==> src/design/bbc_pkg.sv <==
package bbc_pkg;

   localparam int unsigned StatusWidth = 4;
   localparam int unsigned OpWidth     = 3;
   localparam int unsigned DeviceWidth = 16;
   localparam int unsigned BlockWidth  = 32;
   localparam int unsigned FlagWidth   = 8;

   typedef enum logic [OpWidth-1:0] {
      OP_GET_BLOCK = 3'd0,
      OP_GET_EMPTY = 3'd1,
      OP_RELEASE   = 3'd2,
      OP_START_RD  = 3'd3,
      OP_START_WR  = 3'd4,
      OP_IO_DONE   = 3'd5,
      OP_FLUSH     = 3'd6,
      OP_UNUSED    = 3'd7
   } op_type;

   typedef enum logic [StatusWidth-1:0] {
      ST_HIT       = 4'd0,
      ST_ASSIGNED  = 4'd1,
      ST_WAIT_BUSY = 4'd2,
      ST_WAIT_FREE = 4'd3,
      ST_VICTIM    = 4'd4,
      ST_RELEASED  = 4'd5,
      ST_RD_START  = 4'd6,
      ST_WR_START  = 4'd7,
      ST_DONE      = 4'd8,
      ST_FLUSHED   = 4'd9,
      ST_NO_FLUSH  = 4'd10,
      ST_BAD       = 4'd11
   } status_type;

   localparam logic [FlagWidth-1:0] FL_BUSY   = 8'h01;
   localparam logic [FlagWidth-1:0] FL_WANTED = 8'h02;
   localparam logic [FlagWidth-1:0] FL_DONE   = 8'h04;
   localparam logic [FlagWidth-1:0] FL_DELWRI = 8'h08;
   localparam logic [FlagWidth-1:0] FL_ASYNC  = 8'h10;
   localparam logic [FlagWidth-1:0] FL_AGE    = 8'h20;
   localparam logic [FlagWidth-1:0] FL_ERROR  = 8'h40;
   localparam logic [FlagWidth-1:0] FL_READ   = 8'h80;

   localparam logic [1:0] REG_DEV_COUNT = 2'd0;
   localparam logic [1:0] REG_TAPE_MASK = 2'd1;

   function automatic logic [FlagWidth-1:0] write_flags(logic [FlagWidth-1:0] f,
                                                         logic async_in);
      logic [FlagWidth-1:0] old;
      logic [FlagWidth-1:0] nf;
      old = async_in ? (f | FL_ASYNC) : f;
      nf  = old & ~(FL_READ | FL_DONE | FL_ERROR | FL_DELWRI | FL_AGE);
      if (((old & FL_ASYNC) != '0) && ((old & FL_DELWRI) != '0)) begin
         nf = nf | FL_AGE;
      end
      return nf;
   endfunction

endpackage

==> src/design/bbc_req_if.sv <==
interface bbc_req_if;
   logic        valid;
   logic        ready;
   logic [2:0]  operation;
   logic [15:0] device;
   logic [31:0] block_number;
   logic [3:0]  buffer_index;
   logic        all_devices;
   logic        delayed;
   logic        async;
   logic        io_error;
   modport source (output valid, operation, device, block_number, buffer_index,
                   all_devices, delayed, async, io_error, input ready);
   modport sink (input valid, operation, device, block_number, buffer_index,
                 all_devices, delayed, async, io_error, output ready);
endinterface

==> src/design/bbc_rsp_if.sv <==
interface bbc_rsp_if;
   logic       valid;
   logic       ready;
   logic [3:0] status;
   logic [3:0] result_index;
   logic       data_valid;
   logic       wake_buffer;
   logic       wake_free;
   logic       had_error;
   modport source (output valid, status, result_index, data_valid, wake_buffer,
                   wake_free, had_error, input ready);
   modport sink (input valid, status, result_index, data_valid, wake_buffer,
                 wake_free, had_error, output ready);
endinterface

==> src/design/block_buffer_cache_controller.sv <==
// Block buffer cache directory with an LRU free list.
// req: one request item per handshake (get block, get empty, release,
//    start read/write, io done, flush next). rsp: one result item per request.
// csr: APB write/read of block_device_count (0x0) and tape_major_mask (0x4).
// Order of work, request handshake to result: get block scans the tag store one
//    entry per cycle through a single comparator; flush next walks the free
//    list from the head, reading each link's tag before testing it; other
//    requests go straight to execution.
//    The result then sits in the output register until taken.
// Flow: one request at a time; req.ready is low from acceptance until
//    the result has been taken, so a new request waits for the last result.
// Reset: flags and tag valid bits clear, free list 0..BUFFER_COUNT-1 with 0 at
//    the head, register reset values loaded. Tag memory is not cleared.
// Stall: a held result blocks the next request; nothing is dropped.
module block_buffer_cache_controller
   import bbc_pkg::*;
#(
   parameter int unsigned BUFFER_COUNT = 16,
   parameter int unsigned MAJOR_COUNT  = 8
) (
   input  logic        clock,
   input  logic        reset,
   bbc_req_if.sink     req,
   bbc_rsp_if.source   rsp,
   input  logic        csr_psel,
   input  logic        csr_penable,
   input  logic        csr_pwrite,
   input  logic [2:0]  csr_paddr,
   input  logic [31:0] csr_pwdata,
   output logic [31:0] csr_prdata,
   output logic        csr_pready
);

   localparam int unsigned IW = $clog2(BUFFER_COUNT);
   localparam int unsigned LW = $clog2(BUFFER_COUNT + 1);
   localparam logic [LW-1:0] ANCHOR = LW'(BUFFER_COUNT);
   localparam logic [LW-1:0] LAST   = LW'(BUFFER_COUNT - 1);

   typedef enum logic [4:0] {
      S_IDLE  = 5'b00001,
      S_SCAN  = 5'b00010,
      S_WALK  = 5'b00100,
      S_EXEC  = 5'b01000,
      S_OUT   = 5'b10000
   } state_type;

   state_type state_ff, state_in;

   logic [3:0] dev_count_ff, dev_count_in;
   logic [7:0] tape_mask_ff, tape_mask_in;

   logic [BUFFER_COUNT-1:0] assigned_ff, assigned_in;
   logic [FlagWidth-1:0] flags_ff [BUFFER_COUNT];
   logic [FlagWidth-1:0] flags_in [BUFFER_COUNT];
   logic [LW-1:0] next_ff [BUFFER_COUNT+1];
   logic [LW-1:0] next_in [BUFFER_COUNT+1];
   logic [LW-1:0] prev_ff [BUFFER_COUNT+1];
   logic [LW-1:0] prev_in [BUFFER_COUNT+1];
   logic free_wait_ff, free_wait_in;

   logic [DeviceWidth-1:0] tag_dev_mem [BUFFER_COUNT];
   logic [BlockWidth-1:0]  tag_blk_mem [BUFFER_COUNT];
   logic [DeviceWidth-1:0] rd_dev_ff;
   logic [BlockWidth-1:0]  rd_blk_ff;
   logic [IW-1:0] rd_addr;
   logic          tag_we;
   logic [IW-1:0] tag_waddr;
   logic [DeviceWidth-1:0] tag_wdev;
   logic [BlockWidth-1:0]  tag_wblk;

   logic [2:0]  op_ff, op_in;
   logic [15:0] dev_ff, dev_in;
   logic [31:0] blk_ff, blk_in;
   logic [3:0]  bi_ff, bi_in;
   logic all_ff, all_in, dly_ff, dly_in, asy_ff, asy_in, ioe_ff, ioe_in;

   logic [IW:0]   cnt_ff, cnt_in;
   logic [LW-1:0] cur_ff, cur_in;
   logic          cmp_vld_ff, cmp_vld_in;
   logic [IW-1:0] cmp_idx_ff, cmp_idx_in;
   logic          hit_ff, hit_in;
   logic [IW-1:0] hit_idx_ff, hit_idx_in;

   logic [3:0] st_ff, st_in;
   logic [3:0] idx_ff, idx_in;
   logic dv_ff, dv_in, wb_ff, wb_in, wf_ff, wf_in, er_ff, er_in;

   logic req_fire, rsp_fire, csr_wr, major_bad, cmp_match;
   logic [7:0] major;

   assign req_fire  = req.valid && req.ready;
   assign rsp_fire  = rsp.valid && rsp.ready;
   assign csr_wr    = csr_psel && csr_penable && csr_pwrite;
   assign req.ready = (state_ff == S_IDLE);
   assign rsp.valid = (state_ff == S_OUT);
   assign rsp.status       = st_ff;
   assign rsp.result_index = idx_ff;
   assign rsp.data_valid   = dv_ff;
   assign rsp.wake_buffer  = wb_ff;
   assign rsp.wake_free    = wf_ff;
   assign rsp.had_error    = er_ff;
   assign csr_pready = 1'b1;
   assign major = dev_ff[15:8];
   assign major_bad = (major >= {4'd0, dev_count_ff}) || (major >= 8'(MAJOR_COUNT));
   assign cmp_match = cmp_vld_ff && assigned_ff[cmp_idx_ff] &&
                      (rd_dev_ff == dev_ff) && (rd_blk_ff == blk_ff);

   always_comb begin
      case (csr_paddr[2])
         1'b0:    csr_prdata = {28'd0, dev_count_ff};
         default: csr_prdata = {24'd0, tape_mask_ff};
      endcase
   end

   always_comb begin
      dev_count_in = dev_count_ff;
      tape_mask_in = tape_mask_ff;
      if (csr_wr) begin
         if (csr_paddr[2] == REG_DEV_COUNT[0]) begin
            dev_count_in = csr_pwdata[3:0];
         end else begin
            tape_mask_in = csr_pwdata[7:0];
         end
      end
   end

   always_ff @(posedge clock) begin
      if (tag_we) begin
         tag_dev_mem[tag_waddr] <= tag_wdev;
         tag_blk_mem[tag_waddr] <= tag_wblk;
      end
      rd_dev_ff <= tag_dev_mem[rd_addr];
      rd_blk_ff <= tag_blk_mem[rd_addr];
   end

   always_comb begin
      logic [IW-1:0] bi;
      logic [IW-1:0] h;
      logic [LW-1:0] p, n, t;
      logic [FlagWidth-1:0] f;
      logic tape;
      logic rel;
      logic claim;
      logic [IW-1:0] ci;
      logic [7:0] emaj;
      state_in = state_ff;
      assigned_in = assigned_ff;
      flags_in = flags_ff;
      next_in = next_ff;
      prev_in = prev_ff;
      free_wait_in = free_wait_ff;
      op_in = op_ff; dev_in = dev_ff; blk_in = blk_ff; bi_in = bi_ff;
      all_in = all_ff; dly_in = dly_ff; asy_in = asy_ff; ioe_in = ioe_ff;
      cnt_in = cnt_ff; cur_in = cur_ff;
      cmp_vld_in = 1'b0; cmp_idx_in = cmp_idx_ff;
      hit_in = hit_ff; hit_idx_in = hit_idx_ff;
      st_in = st_ff; idx_in = idx_ff; dv_in = dv_ff; wb_in = wb_ff;
      wf_in = wf_ff; er_in = er_ff;
      rd_addr = cnt_ff[IW-1:0];
      tag_we = 1'b0; tag_waddr = '0; tag_wdev = '0; tag_wblk = '0;
      bi = bi_ff[IW-1:0];
      h = '0; p = '0; n = '0; t = '0; f = '0; tape = 1'b0; rel = 1'b0;
      claim = 1'b0; ci = '0; emaj = '0;
      case (state_ff)
         S_IDLE: begin
            if (req_fire) begin
               op_in = req.operation; dev_in = req.device; blk_in = req.block_number;
               bi_in = req.buffer_index; all_in = req.all_devices;
               dly_in = req.delayed; asy_in = req.async; ioe_in = req.io_error;
               cnt_in = '0; hit_in = 1'b0; cur_in = next_ff[ANCHOR];
               st_in = ST_BAD; idx_in = '0; dv_in = 1'b0; wb_in = 1'b0;
               wf_in = 1'b0; er_in = 1'b0;
               if (req.operation == OP_GET_BLOCK) begin
                  state_in = S_SCAN;
               end else if (req.operation == OP_FLUSH) begin
                  state_in = S_WALK;
                  cnt_in = '0;
               end else begin
                  state_in = S_EXEC;
               end
            end
         end
         S_SCAN: begin
            if (cmp_match && !hit_ff) begin
               hit_in = 1'b1;
               hit_idx_in = cmp_idx_ff;
            end
            if (cnt_ff < (IW+1)'(BUFFER_COUNT)) begin
               cmp_vld_in = 1'b1;
               cmp_idx_in = cnt_ff[IW-1:0];
               cnt_in = cnt_ff + 1'b1;
            end else if (!cmp_vld_ff) begin
               state_in = S_EXEC;
            end
         end
         S_WALK: begin
            h = cur_ff[IW-1:0];
            rd_addr = h;
            if (cur_ff >= ANCHOR || cnt_ff >= (IW+1)'(BUFFER_COUNT)) begin
               st_in = ST_NO_FLUSH;
               state_in = S_OUT;
            end else if (!cmp_vld_ff) begin
               cmp_vld_in = 1'b1;
            end else if (((flags_ff[h] & FL_DELWRI) != '0) &&
                         (all_ff || (assigned_ff[h] && rd_dev_ff == dev_ff))) begin
               p = prev_ff[h]; n = next_ff[h];
               next_in[p] = n; prev_in[n] = p;
               flags_in[h] = write_flags(flags_ff[h] | FL_BUSY, 1'b1);
               idx_in = 4'(h);
               st_in = ST_FLUSHED;
               state_in = S_OUT;
            end else begin
               cur_in = next_ff[h];
               cnt_in = cnt_ff + 1'b1;
            end
         end
         S_EXEC: begin
            state_in = S_OUT;
            if (op_ff == OP_GET_BLOCK || op_ff == OP_GET_EMPTY) begin
               if (op_ff == OP_GET_BLOCK && major_bad) begin
                  st_in = ST_BAD;
               end else if (op_ff == OP_GET_BLOCK && hit_ff) begin
                  idx_in = 4'(hit_idx_ff);
                  if ((flags_ff[hit_idx_ff] & FL_BUSY) != '0) begin
                     flags_in[hit_idx_ff] = flags_ff[hit_idx_ff] | FL_WANTED;
                     st_in = ST_WAIT_BUSY;
                  end else begin
                     claim = 1'b1; ci = hit_idx_ff;
                     st_in = ST_HIT;
                     dv_in = (flags_ff[hit_idx_ff] & FL_DONE) != '0;
                     er_in = (flags_ff[hit_idx_ff] & FL_ERROR) != '0;
                  end
               end else if (next_ff[ANCHOR] >= ANCHOR) begin
                  free_wait_in = 1'b1;
                  st_in = ST_WAIT_FREE;
               end else begin
                  ci = next_ff[ANCHOR][IW-1:0];
                  claim = 1'b1;
                  idx_in = 4'(ci);
                  if ((flags_ff[ci] & FL_DELWRI) != '0) begin
                     st_in = ST_VICTIM;
                  end else begin
                     st_in = ST_ASSIGNED;
                     assigned_in[ci] = (op_ff == OP_GET_BLOCK);
                     tag_we = 1'b1; tag_waddr = ci;
                     tag_wdev = (op_ff == OP_GET_BLOCK) ? dev_ff : '0;
                     tag_wblk = (op_ff == OP_GET_BLOCK) ? blk_ff : '0;
                  end
               end
               if (claim) begin
                  p = prev_ff[ci]; n = next_ff[ci];
                  next_in[p] = n; prev_in[n] = p;
                  f = flags_ff[ci] | FL_BUSY;
                  if (st_in == ST_VICTIM) begin
                     f = write_flags(f, 1'b1);
                  end else if (st_in == ST_ASSIGNED) begin
                     f = FL_BUSY;
                  end
                  flags_in[ci] = f;
               end
            end else if (op_ff >= OP_RELEASE && op_ff <= OP_IO_DONE &&
                         (32'(bi_ff) < BUFFER_COUNT) &&
                         (flags_ff[bi] & FL_BUSY) != '0) begin
               idx_in = bi_ff;
               f = flags_ff[bi];
               emaj = rd_dev_ff[15:8];
               tape = assigned_ff[bi] && (emaj < 8'd8) && tape_mask_ff[emaj[2:0]];
               case (op_ff)
                  OP_RELEASE: begin
                     er_in = (f & FL_ERROR) != '0;
                     if (dly_ff && tape) begin
                        f = write_flags(f, 1'b1);
                        er_in = 1'b0;
                        st_in = ST_WR_START;
                     end else begin
                        if (dly_ff) begin
                           f = f | FL_DELWRI | FL_DONE;
                        end
                        rel = 1'b1;
                        st_in = ST_RELEASED;
                     end
                  end
                  OP_START_RD: begin
                     f = (f & ~(FL_DONE | FL_ERROR)) | FL_READ;
                     st_in = ST_RD_START;
                  end
                  OP_START_WR: begin
                     f = write_flags(f, asy_ff);
                     st_in = ST_WR_START;
                  end
                  default: begin
                     f = f | FL_DONE;
                     if (ioe_ff) begin
                        f = f | FL_ERROR;
                     end
                     er_in = (f & FL_ERROR) != '0;
                     if ((f & FL_ASYNC) != '0) begin
                        rel = 1'b1;
                     end else begin
                        f = f & ~FL_WANTED;
                        wb_in = 1'b1;
                     end
                     st_in = ST_DONE;
                  end
               endcase
               if (rel) begin
                  wb_in = (f & FL_WANTED) != '0;
                  wf_in = free_wait_ff;
                  free_wait_in = 1'b0;
                  if ((f & FL_ERROR) != '0) begin
                     assigned_in[bi] = 1'b0;
                  end
                  t = ((f & FL_AGE) != '0) ? ANCHOR : prev_ff[ANCHOR];
                  n = next_ff[t];
                  next_in[LW'(bi)] = n;
                  prev_in[LW'(bi)] = t;
                  prev_in[n] = LW'(bi);
                  next_in[t] = LW'(bi);
                  f = f & ~(FL_WANTED | FL_BUSY | FL_ASYNC | FL_AGE);
               end
               flags_in[bi] = f;
            end
         end
         S_OUT: begin
            if (rsp_fire) begin
               state_in = S_IDLE;
            end
         end
         default: state_in = S_IDLE;
      endcase
      if (state_ff == S_IDLE || (state_ff == S_EXEC && op_ff != OP_GET_BLOCK)) begin
         rd_addr = (state_ff == S_IDLE) ? req.buffer_index[IW-1:0] : bi;
      end
   end

   always_ff @(posedge clock) begin
      if (reset) begin
         state_ff <= S_IDLE;
         dev_count_ff <= 4'd8;
         tape_mask_ff <= '0;
         assigned_ff <= '0;
         free_wait_ff <= 1'b0;
         cmp_vld_ff <= 1'b0;
         for (int k = 0; k < BUFFER_COUNT; k++) begin
            flags_ff[k] <= '0;
            next_ff[k] <= LW'(k + 1);
            prev_ff[k] <= (k == 0) ? ANCHOR : LW'(k - 1);
         end
         next_ff[BUFFER_COUNT] <= '0;
         prev_ff[BUFFER_COUNT] <= LAST;
      end else begin
         state_ff <= state_in;
         dev_count_ff <= dev_count_in;
         tape_mask_ff <= tape_mask_in;
         assigned_ff <= assigned_in;
         free_wait_ff <= free_wait_in;
         cmp_vld_ff <= cmp_vld_in;
         flags_ff <= flags_in;
         next_ff <= next_in;
         prev_ff <= prev_in;
      end
   end

   always_ff @(posedge clock) begin
      op_ff <= op_in; dev_ff <= dev_in; blk_ff <= blk_in; bi_ff <= bi_in;
      all_ff <= all_in; dly_ff <= dly_in; asy_ff <= asy_in; ioe_ff <= ioe_in;
      cnt_ff <= cnt_in; cur_ff <= cur_in; cmp_idx_ff <= cmp_idx_in;
      hit_ff <= hit_in; hit_idx_ff <= hit_idx_in;
      st_ff <= st_in; idx_ff <= idx_in; dv_ff <= dv_in; wb_ff <= wb_in;
      wf_ff <= wf_in; er_ff <= er_in;
   end

   assert property (@(posedge clock) disable iff (reset)
      rsp.valid |-> !req.ready)
      else $error("request taken while result pending");

   assert property (@(posedge clock) disable iff (reset)
      (rsp.valid && !rsp.ready) |=> rsp.valid)
      else $error("result dropped under stall");

   assert property (@(posedge clock) disable iff (reset)
      (rsp.valid && rsp.status == ST_HIT) |-> (rsp.wake_buffer == 1'b0))
      else $error("hit issued a wakeup");

   assert property (@(posedge clock) disable iff (reset)
      req_fire |=> !rsp.valid)
      else $error("result before work");

endmodule
==> src/flat_wrapper.sv <==
// flat-port wrapper written by rule: the top's interface ports become plain ports
module block_buffer_cache_controller_flat import bbc_pkg::*;
#(
   parameter int unsigned BUFFER_COUNT = 16,
   parameter int unsigned MAJOR_COUNT  = 8
)
  (clock, reset, csr_psel, csr_penable, csr_pwrite, csr_paddr, csr_pwdata, csr_prdata, csr_pready, req_valid, req_operation, req_device, req_block_number, req_buffer_index, req_all_devices, req_delayed, req_async, req_io_error, req_ready, rsp_valid, rsp_status, rsp_result_index, rsp_data_valid, rsp_wake_buffer, rsp_wake_free, rsp_had_error, rsp_ready);
  bbc_req_if req_i ();
  bbc_rsp_if rsp_i ();
  input  logic clock;
  input  logic reset;
  input  logic csr_psel;
  input  logic csr_penable;
  input  logic csr_pwrite;
  input  logic [2:0] csr_paddr;
  input  logic [31:0] csr_pwdata;
  output logic [31:0] csr_prdata;
  output logic csr_pready;
  input wire logic [$bits(req_i.valid)-1:0] req_valid;
  input wire logic [$bits(req_i.operation)-1:0] req_operation;
  input wire logic [$bits(req_i.device)-1:0] req_device;
  input wire logic [$bits(req_i.block_number)-1:0] req_block_number;
  input wire logic [$bits(req_i.buffer_index)-1:0] req_buffer_index;
  input wire logic [$bits(req_i.all_devices)-1:0] req_all_devices;
  input wire logic [$bits(req_i.delayed)-1:0] req_delayed;
  input wire logic [$bits(req_i.async)-1:0] req_async;
  input wire logic [$bits(req_i.io_error)-1:0] req_io_error;
  output wire logic [$bits(req_i.ready)-1:0] req_ready;
  output wire logic [$bits(rsp_i.valid)-1:0] rsp_valid;
  output wire logic [$bits(rsp_i.status)-1:0] rsp_status;
  output wire logic [$bits(rsp_i.result_index)-1:0] rsp_result_index;
  output wire logic [$bits(rsp_i.data_valid)-1:0] rsp_data_valid;
  output wire logic [$bits(rsp_i.wake_buffer)-1:0] rsp_wake_buffer;
  output wire logic [$bits(rsp_i.wake_free)-1:0] rsp_wake_free;
  output wire logic [$bits(rsp_i.had_error)-1:0] rsp_had_error;
  input wire logic [$bits(rsp_i.ready)-1:0] rsp_ready;
  assign req_i.valid = req_valid;
  assign req_i.operation = req_operation;
  assign req_i.device = req_device;
  assign req_i.block_number = req_block_number;
  assign req_i.buffer_index = req_buffer_index;
  assign req_i.all_devices = req_all_devices;
  assign req_i.delayed = req_delayed;
  assign req_i.async = req_async;
  assign req_i.io_error = req_io_error;
  assign req_ready = req_i.ready;
  assign rsp_valid = rsp_i.valid;
  assign rsp_status = rsp_i.status;
  assign rsp_result_index = rsp_i.result_index;
  assign rsp_data_valid = rsp_i.data_valid;
  assign rsp_wake_buffer = rsp_i.wake_buffer;
  assign rsp_wake_free = rsp_i.wake_free;
  assign rsp_had_error = rsp_i.had_error;
  assign rsp_i.ready = rsp_ready;
  block_buffer_cache_controller #(.BUFFER_COUNT(BUFFER_COUNT), .MAJOR_COUNT(MAJOR_COUNT)) u_core (.clock(clock), .reset(reset), .req(req_i), .rsp(rsp_i), .csr_psel(csr_psel), .csr_penable(csr_penable), .csr_pwrite(csr_pwrite), .csr_paddr(csr_paddr), .csr_pwdata(csr_pwdata), .csr_prdata(csr_prdata), .csr_pready(csr_pready));
endmodule
==> config.mk <==
export PLATFORM = sky130hd
export DESIGN_NAME = block_buffer_cache_controller_flat
export DESIGN_NICKNAME = d
export VERILOG_FILES = /design/src/design/bbc_pkg.sv /design/src/design/bbc_req_if.sv /design/src/design/bbc_rsp_if.sv /design/src/design/block_buffer_cache_controller.sv /design/src/flat_wrapper.sv
export SDC_FILE = /design/constraint.sdc
export NUM_CORES = 2
export LEC_CHECK = 0
export ABC_CLOCK_PERIOD_IN_PS = 7200
export BUFFER_PORTS_ARGS = -buffer_cell sky130_fd_sc_hd__buf_2
export CORE_ASPECT_RATIO = 1.5
export CORE_UTILIZATION = 59
export CTS_BUF_LIST = sky130_fd_sc_hd__clkbuf_4 sky130_fd_sc_hd__clkbuf_8
export CTS_CLUSTER_DIAMETER = 150
export CTS_CLUSTER_SIZE = 28
export DETAILED_ROUTE_END_ITERATION = 8
export GPL_TIMING_DRIVEN = 0
export PLACE_DENSITY_LB_ADDON = 0.12
export SETUP_SLACK_MARGIN = 0.3
export SLEW_MARGIN = 20
export SYNTH_ARGS = -nofsm -noshare
export SYNTH_HDL_FRONTEND = slang
export SYNTH_SLANG_ARGS = --single-unit
==> constraint.sdc <==
create_clock -name clock -period 7.2 [get_ports clock]
set_input_delay 0.36 -clock clock [delete_from_list [all_inputs] [get_ports clock]]
set_output_delay 0.36 -clock clock [all_outputs]
set_load 0.02 [all_outputs]
==> reports/metrics.cfg, run 1 <==
[outcome]
run_status=aborted with a tool error
outcome.stop_stage=global routing
run.stop_error=[ERROR GRT-0116] Global routing finished with congestion. Check the congestion regions in the DRC Viewer.

[synth]
synthesis.area_per_instance_um2=10.4
ys_warn_count=0
synth_cell_types=116
asyncSetResetFlopFracSynth_pct=0
synth_enable_flop_cells=858
yosysSeqAreaShare_pct=52.5
synthCells=6070
syn_area_um2=63000
register_bit_count_reported_by_yosys=1223
dominantRegCellSynth=sky130_fd_sc_hd__edfxtp_1

[placed_design]
place.detailed.hpwl_mm=255
routabilityCongestion=1.26
dp_worst_setup_slack_ps=134
place.port_buffers=95

[floorplan]
die_h_um=402
placement_rows=146
ioPinCount=148
floorplan.initialDensity_pct=59.5
floorplan.die.width_um=269

[grt]
first_global_vias=71793
grt_util_all_layers_pct=77.9
grt.overflow.total=1250
grt_first_pass_wirelength_mm=606
grt_max_degree=36

[cts]
post-cts-setup-buffer-count=0
cts-root-buf=sky130_fd_sc_hd__clkbuf_8
total_number_of_clock_tree_sinks=1223
htreeDepth=2
clock_tree.buffer_depth=3
cts_made_buffers=49

## metal layers
layer,GRT overflow,global-route usage (%)
met4,397,75.7
met5,6,28.3
met2,791,94.1
met3,44,61.0
met1,12,79.9
## synth_stat cells (all sizes together) (29+ instances only)
cell,count,share of area (%)
a221oi,56,0.81
buf,135,1.3
a311oi,124,1.7
and2,269,2.7
mux4,140,5.0
o22ai,86,0.86
nand4,51,0.53
dfxtp,365,12
xnor2,48,0.67
nand2b,41,0.41
nand2,745,4.5
a2111oi,38,0.63
nor3,208,1.7
o31ai,47,0.60
a22oi,50,0.60
inv,46,0.27
a211oi,347,4.2
clkbuf,376,2.2
a21oi,443,3.6
mux2i,88,1.4
o211ai,35,0.44
a31oi,142,1.5
nand3,123,0.99
nor2,510,3.1
o21ai,285,2.3
edfxtp,858,41
nor4,29,0.31
## repair_timing
item,CTS
resized for setup,1
hold buffers,68
setup endpoints to repair,31
endpoints found under the hold margin,72
## metrics by stage
stage               instances  utilization [%]  cell area [um^2]  TNS (ps)
floorplan                6173                -             63400         0
global placement         7674             62.0             65600  -2435130
detailed placement       7780             63.4             67100         0
CTS                      7935             65.0             68700         0
## cells by family after synthesis
family / Yosys count / share of synthesized area (%)
xor+xnor: 52 / 0.723
fa+ha+maj: 6 / 0.115
other cells: 2 / 0.0119
flops: 1223 / 52.5
compound gates: 1870 / 20.4
buf+inv: 558 / 3.80
mux: 247 / 6.75
simple gates: 2112 / 15.7
==> run 2, diff against run 1 <==
==> config.mk (replaced) <==
export PLATFORM = sky130hd
export DESIGN_NAME = block_buffer_cache_controller_flat
export DESIGN_NICKNAME = d
export VERILOG_FILES = /design/src/design/bbc_pkg.sv /design/src/design/bbc_req_if.sv /design/src/design/bbc_rsp_if.sv /design/src/design/block_buffer_cache_controller.sv /design/src/flat_wrapper.sv
export SDC_FILE = /design/constraint.sdc
export NUM_CORES = 2
export LEC_CHECK = 0
export ABC_CLOCK_PERIOD_IN_PS = 9360
export BUFFER_PORTS_ARGS = -buffer_cell sky130_fd_sc_hd__buf_2
export CORE_UTILIZATION = 40
export DETAILED_ROUTE_END_ITERATION = 8
export GPL_TIMING_DRIVEN = 0
export PLACE_DENSITY_LB_ADDON = 0.15
export SLEW_MARGIN = 20
export SYNTH_ARGS = -nofsm -noshare
export SYNTH_HDL_FRONTEND = slang
export SYNTH_SLANG_ARGS = --single-unit
==> constraint.sdc (replaced) <==
create_clock -name clock -period 9.36 [get_ports clock]
set_input_delay 0.468 -clock clock [delete_from_list [all_inputs] [get_ports clock]]
set_output_delay 0.468 -clock clock [all_outputs]
set_load 0.02 [all_outputs]
==> run 2 against run 1 <==
The flow now finishes without violations. Synthesized cell count unchanged. Area after synthesis unchanged.
==> reports/metrics.cfg, run 2 <==
[outcome]
run_status=finished clean

[floorplan]
core-area_um2=156000
placement_rows=145  ; -0.68%
ioPinCount=148  ; unchanged
die_h_um=399  ; -0.83%
floorplan.initialDensity_pct=40.3  ; -19 points
area_enclosed_by_the_die_boundary_um2=159000
floorplan.die.width_um=399  ; +48%

[drt]
drc=0
firstDrtPassIters=7
totalWireLength_mm=370
vias=60564
ant_nets=0
vias_per_cell=6.87
route.detailed.wl_per_inst_um=42.0
dr.first_iter.drc_count=9343

[final_layout]
largest_registers=u_core.tag_blk_mem x512, u_core.tag_dev_mem x256, u_core.flags_ff x112
fin_area_um2=73900
syn2layout_area_growth_pct=17.4
drive_above_1_share_pct=13.7
layout.cells.most_common_list=858 x sky130_fd_sc_hd__edfxtp_1, 743 x sky130_fd_sc_hd__nand2_1, 482 x sky130_fd_sc_hd__nor2_1
most_common_cell_after_layout_fill_and_taps_aside=sky130_fd_sc_hd__edfxtp_1
finalNonFillerCells=8814
final_core_utilization_pct=47.3
flip_flop_count_of_the_largest_register_all_copies_and_words_added=512
regMostFlops=u_core.tag_blk_mem
final_net_count=6723
fillers=14648

[synth]
dominantRegCellSynth=sky130_fd_sc_hd__edfxtp_1
synth_area_leaders=sky130_fd_sc_hd__edfxtp_1 41%, sky130_fd_sc_hd__dfxtp_1 12%, sky130_fd_sc_hd__mux4_2 5.0%, sky130_fd_sc_hd__nand2_1 4.4%, sky130_fd_sc_hd__a211oi_1 4.1%
synth.most_common_cell=sky130_fd_sc_hd__edfxtp_1
synth_cell_types=116  ; unchanged
synth.largest_area_cell=sky130_fd_sc_hd__edfxtp_1
syn_area_um2=63000  ; unchanged
register_bit_count_reported_by_yosys=1223  ; unchanged
yosysSeqAreaShare_pct=52.5  ; unchanged
synthCells=6070  ; unchanged
asyncSetResetFlopFracSynth_pct=0  ; unchanged
ys_warn_count=0  ; unchanged
netlist_top_cells_count=858 x sky130_fd_sc_hd__edfxtp_1, 744 x sky130_fd_sc_hd__nand2_1, 506 x sky130_fd_sc_hd__nor2_1
area_share_of_the_leading_cell_type_in_the_synthesized_netlist_pct=40.9  ; unchanged
synthesis.area_per_instance_um2=10.4  ; unchanged
synth_enable_flop_cells=858  ; unchanged

[placed_design]
area_after_dpl_um2=68300  ; +1.9%
numPlacedInstances=8462  ; +8.8%
place.detailed.hpwl_mm=279  ; +9.1%
dp_worst_setup_slack_ps=1790  ; +1650 ps
routabilityCongestion=1.15  ; -8.9%
place.port_buffers=95  ; unchanged

[grt]
grt_util_all_layers_pct=45.9
grt_first_pass_wirelength_mm=494
first_global_vias=56483
antenna_found_initial=30
grt_max_degree=52
grt.overflow.total=0

[worst_setup_path]
cpLargestDelayFamily=compound AO/OA/AOI/OAI gates
path_buf_inv=2
arrival_ps=8870
timing.critical_path.from_type=register
crit_type=reg2reg
cp_cell_instances=clkbuf_1, nand2_1, o22ai_1, o21ai_1, a311oi_1, nand2_1, o21ai_0, or2_1, buf_2, nand4_1, a2111oi_4, o21ai_0, o221a_2
worst_ep_required_time_ps=10080
peak_fanout_along_the_critical_path=10
critPathMaxStageDelay_ps=1110
critPathSlowestCell=sky130_fd_sc_hd__a2111oi_4
crit_end_category=register

[power]
report.power.total_mw=18.0
pwrdens_nw_per_um2=244
leakage_nw=24.6
peakVddDrop_mv=0.211

[timing]
fin_hold_viols=0
relSlewSlack_pct=11.4
timing.setup.tns_ps=0
finalWorstSetupSlack_ps=1210
fmax_mhz=123
setup_viol=0
min_period_ps=8150
timing.final.max_slew_violations=0
tightest_slew_ps=1330
fin_worst_hold_slack_ps=210
skew_ps=68.1
grt_setup_unrepaired=no
period_share_pct=87.1

[cts]
cts_made_buffers=141  ; +190%
htreeDepth=4  ; +2
clk_pin_slew_ps=60
cts_tree=done
cts_hold_buf=67  ; -1.5%
clock_insertion_delay_worst_skew_ps=820
clock_tree.buffer_depth=3  ; unchanged
cts-root-buf=sky130_fd_sc_hd__clkbuf_16
post-cts-setup-buffer-count=0  ; unchanged
total_number_of_clock_tree_sinks=1223  ; unchanged
cts-resized-gates=0  ; -1

[flow_run]
max_cap_viol_count=0

[worst_hold_path]
holdCritPathClass=in2reg

## run 2: cell counts after synthesis
Identical to the previous run, type by type.
## run 2: cells by family after synthesis
| logic type | Yosys count | synth area share [%] |
|---|---|---|
| xor gates and xnor gates | 52 | 0.723 |
| buffers and inverters | 558 | 3.80 |
| AOI/OAI and AO/OA | 1870 | 20.4 |
| other | 2 | 0.0119 |
| adders and majority gates | 6 | 0.115 |
| muxes | 247 | 6.75 |
| and+or+nand+nor | 2112 | 15.7 |
| DFF | 1223 | 52.5 |
## run 2: final timing paths
check                                      start                                   to  slack [ps]  cells past startpoint
max               u_core.hit_idx_ff[3]$_DFFE_PP_      u_core.prev_ff[69]$_SDFFE_PP0P_        1210                     13
min                                    rsp_ready      u_core.state_ff[4]$_SDFFE_PP0P_         210                      4
max reg2reg       u_core.hit_idx_ff[3]$_DFFE_PP_      u_core.prev_ff[69]$_SDFFE_PP0P_        1210                     13
min reg2reg  u_core.tape_mask_ff[1]$_SDFFE_PP0P_  u_core.tape_mask_ff[1]$_SDFFE_PP0P_         470                      2
## run 2: final cells by class
cell class,count,area [um^2],share of cell area [%]
Timing Repair Buffer,301,2690,3.64
Clock inverter,61,796,1.08
Buffer,511,2280,3.09
Clock buffer,197,3970,5.37
Multi-Input combinational cell,4392,28300,38.3
Inverter,47,181,0.245
Sequential cell,1223,33100,44.7
Tap cell,2058,2570,3.48
Antenna cell,24,60.1,0.0813
## run 2: where the power goes
part	switching [mW]	internal, mW	leakage, nW
registers	0.206	5.99	10.9
logic	4.56	1.50	11.4
clock network	2.50	3.28	2.33
total	7.27	10.8	24.6
## run 2: per-layer routing
| layer | GRT usage [%] | wire length, um | share of wire, % |
|---|---|---|---|
| met4 | 39.3 | 39500 | 11 |
| met5 | 0.363 | 292 | 0.079 |
| met2 | 68.6 | 159000 | 43 |
| met3 | 16.2 | 43600 | 12 |
| met1 | 52.3 | 128000 | 35 |
## run 2: worst register-to-register path, stage by stage (launching register included)
cell and delay, ps:
sky130_fd_sc_hd__edfxtp_1 620, sky130_fd_sc_hd__clkbuf_1 790, sky130_fd_sc_hd__nand2_1 120, sky130_fd_sc_hd__o22ai_1 640, sky130_fd_sc_hd__o21ai_1 300, sky130_fd_sc_hd__a311oi_1 930
sky130_fd_sc_hd__nand2_1 960, sky130_fd_sc_hd__o21ai_0 570, sky130_fd_sc_hd__or2_1 360, sky130_fd_sc_hd__buf_2 500, sky130_fd_sc_hd__nand4_1 670, sky130_fd_sc_hd__a2111oi_4 1110
sky130_fd_sc_hd__o21ai_0 230, sky130_fd_sc_hd__o221a_2 280
No activity file was read; power rests on OpenSTA's default activity.
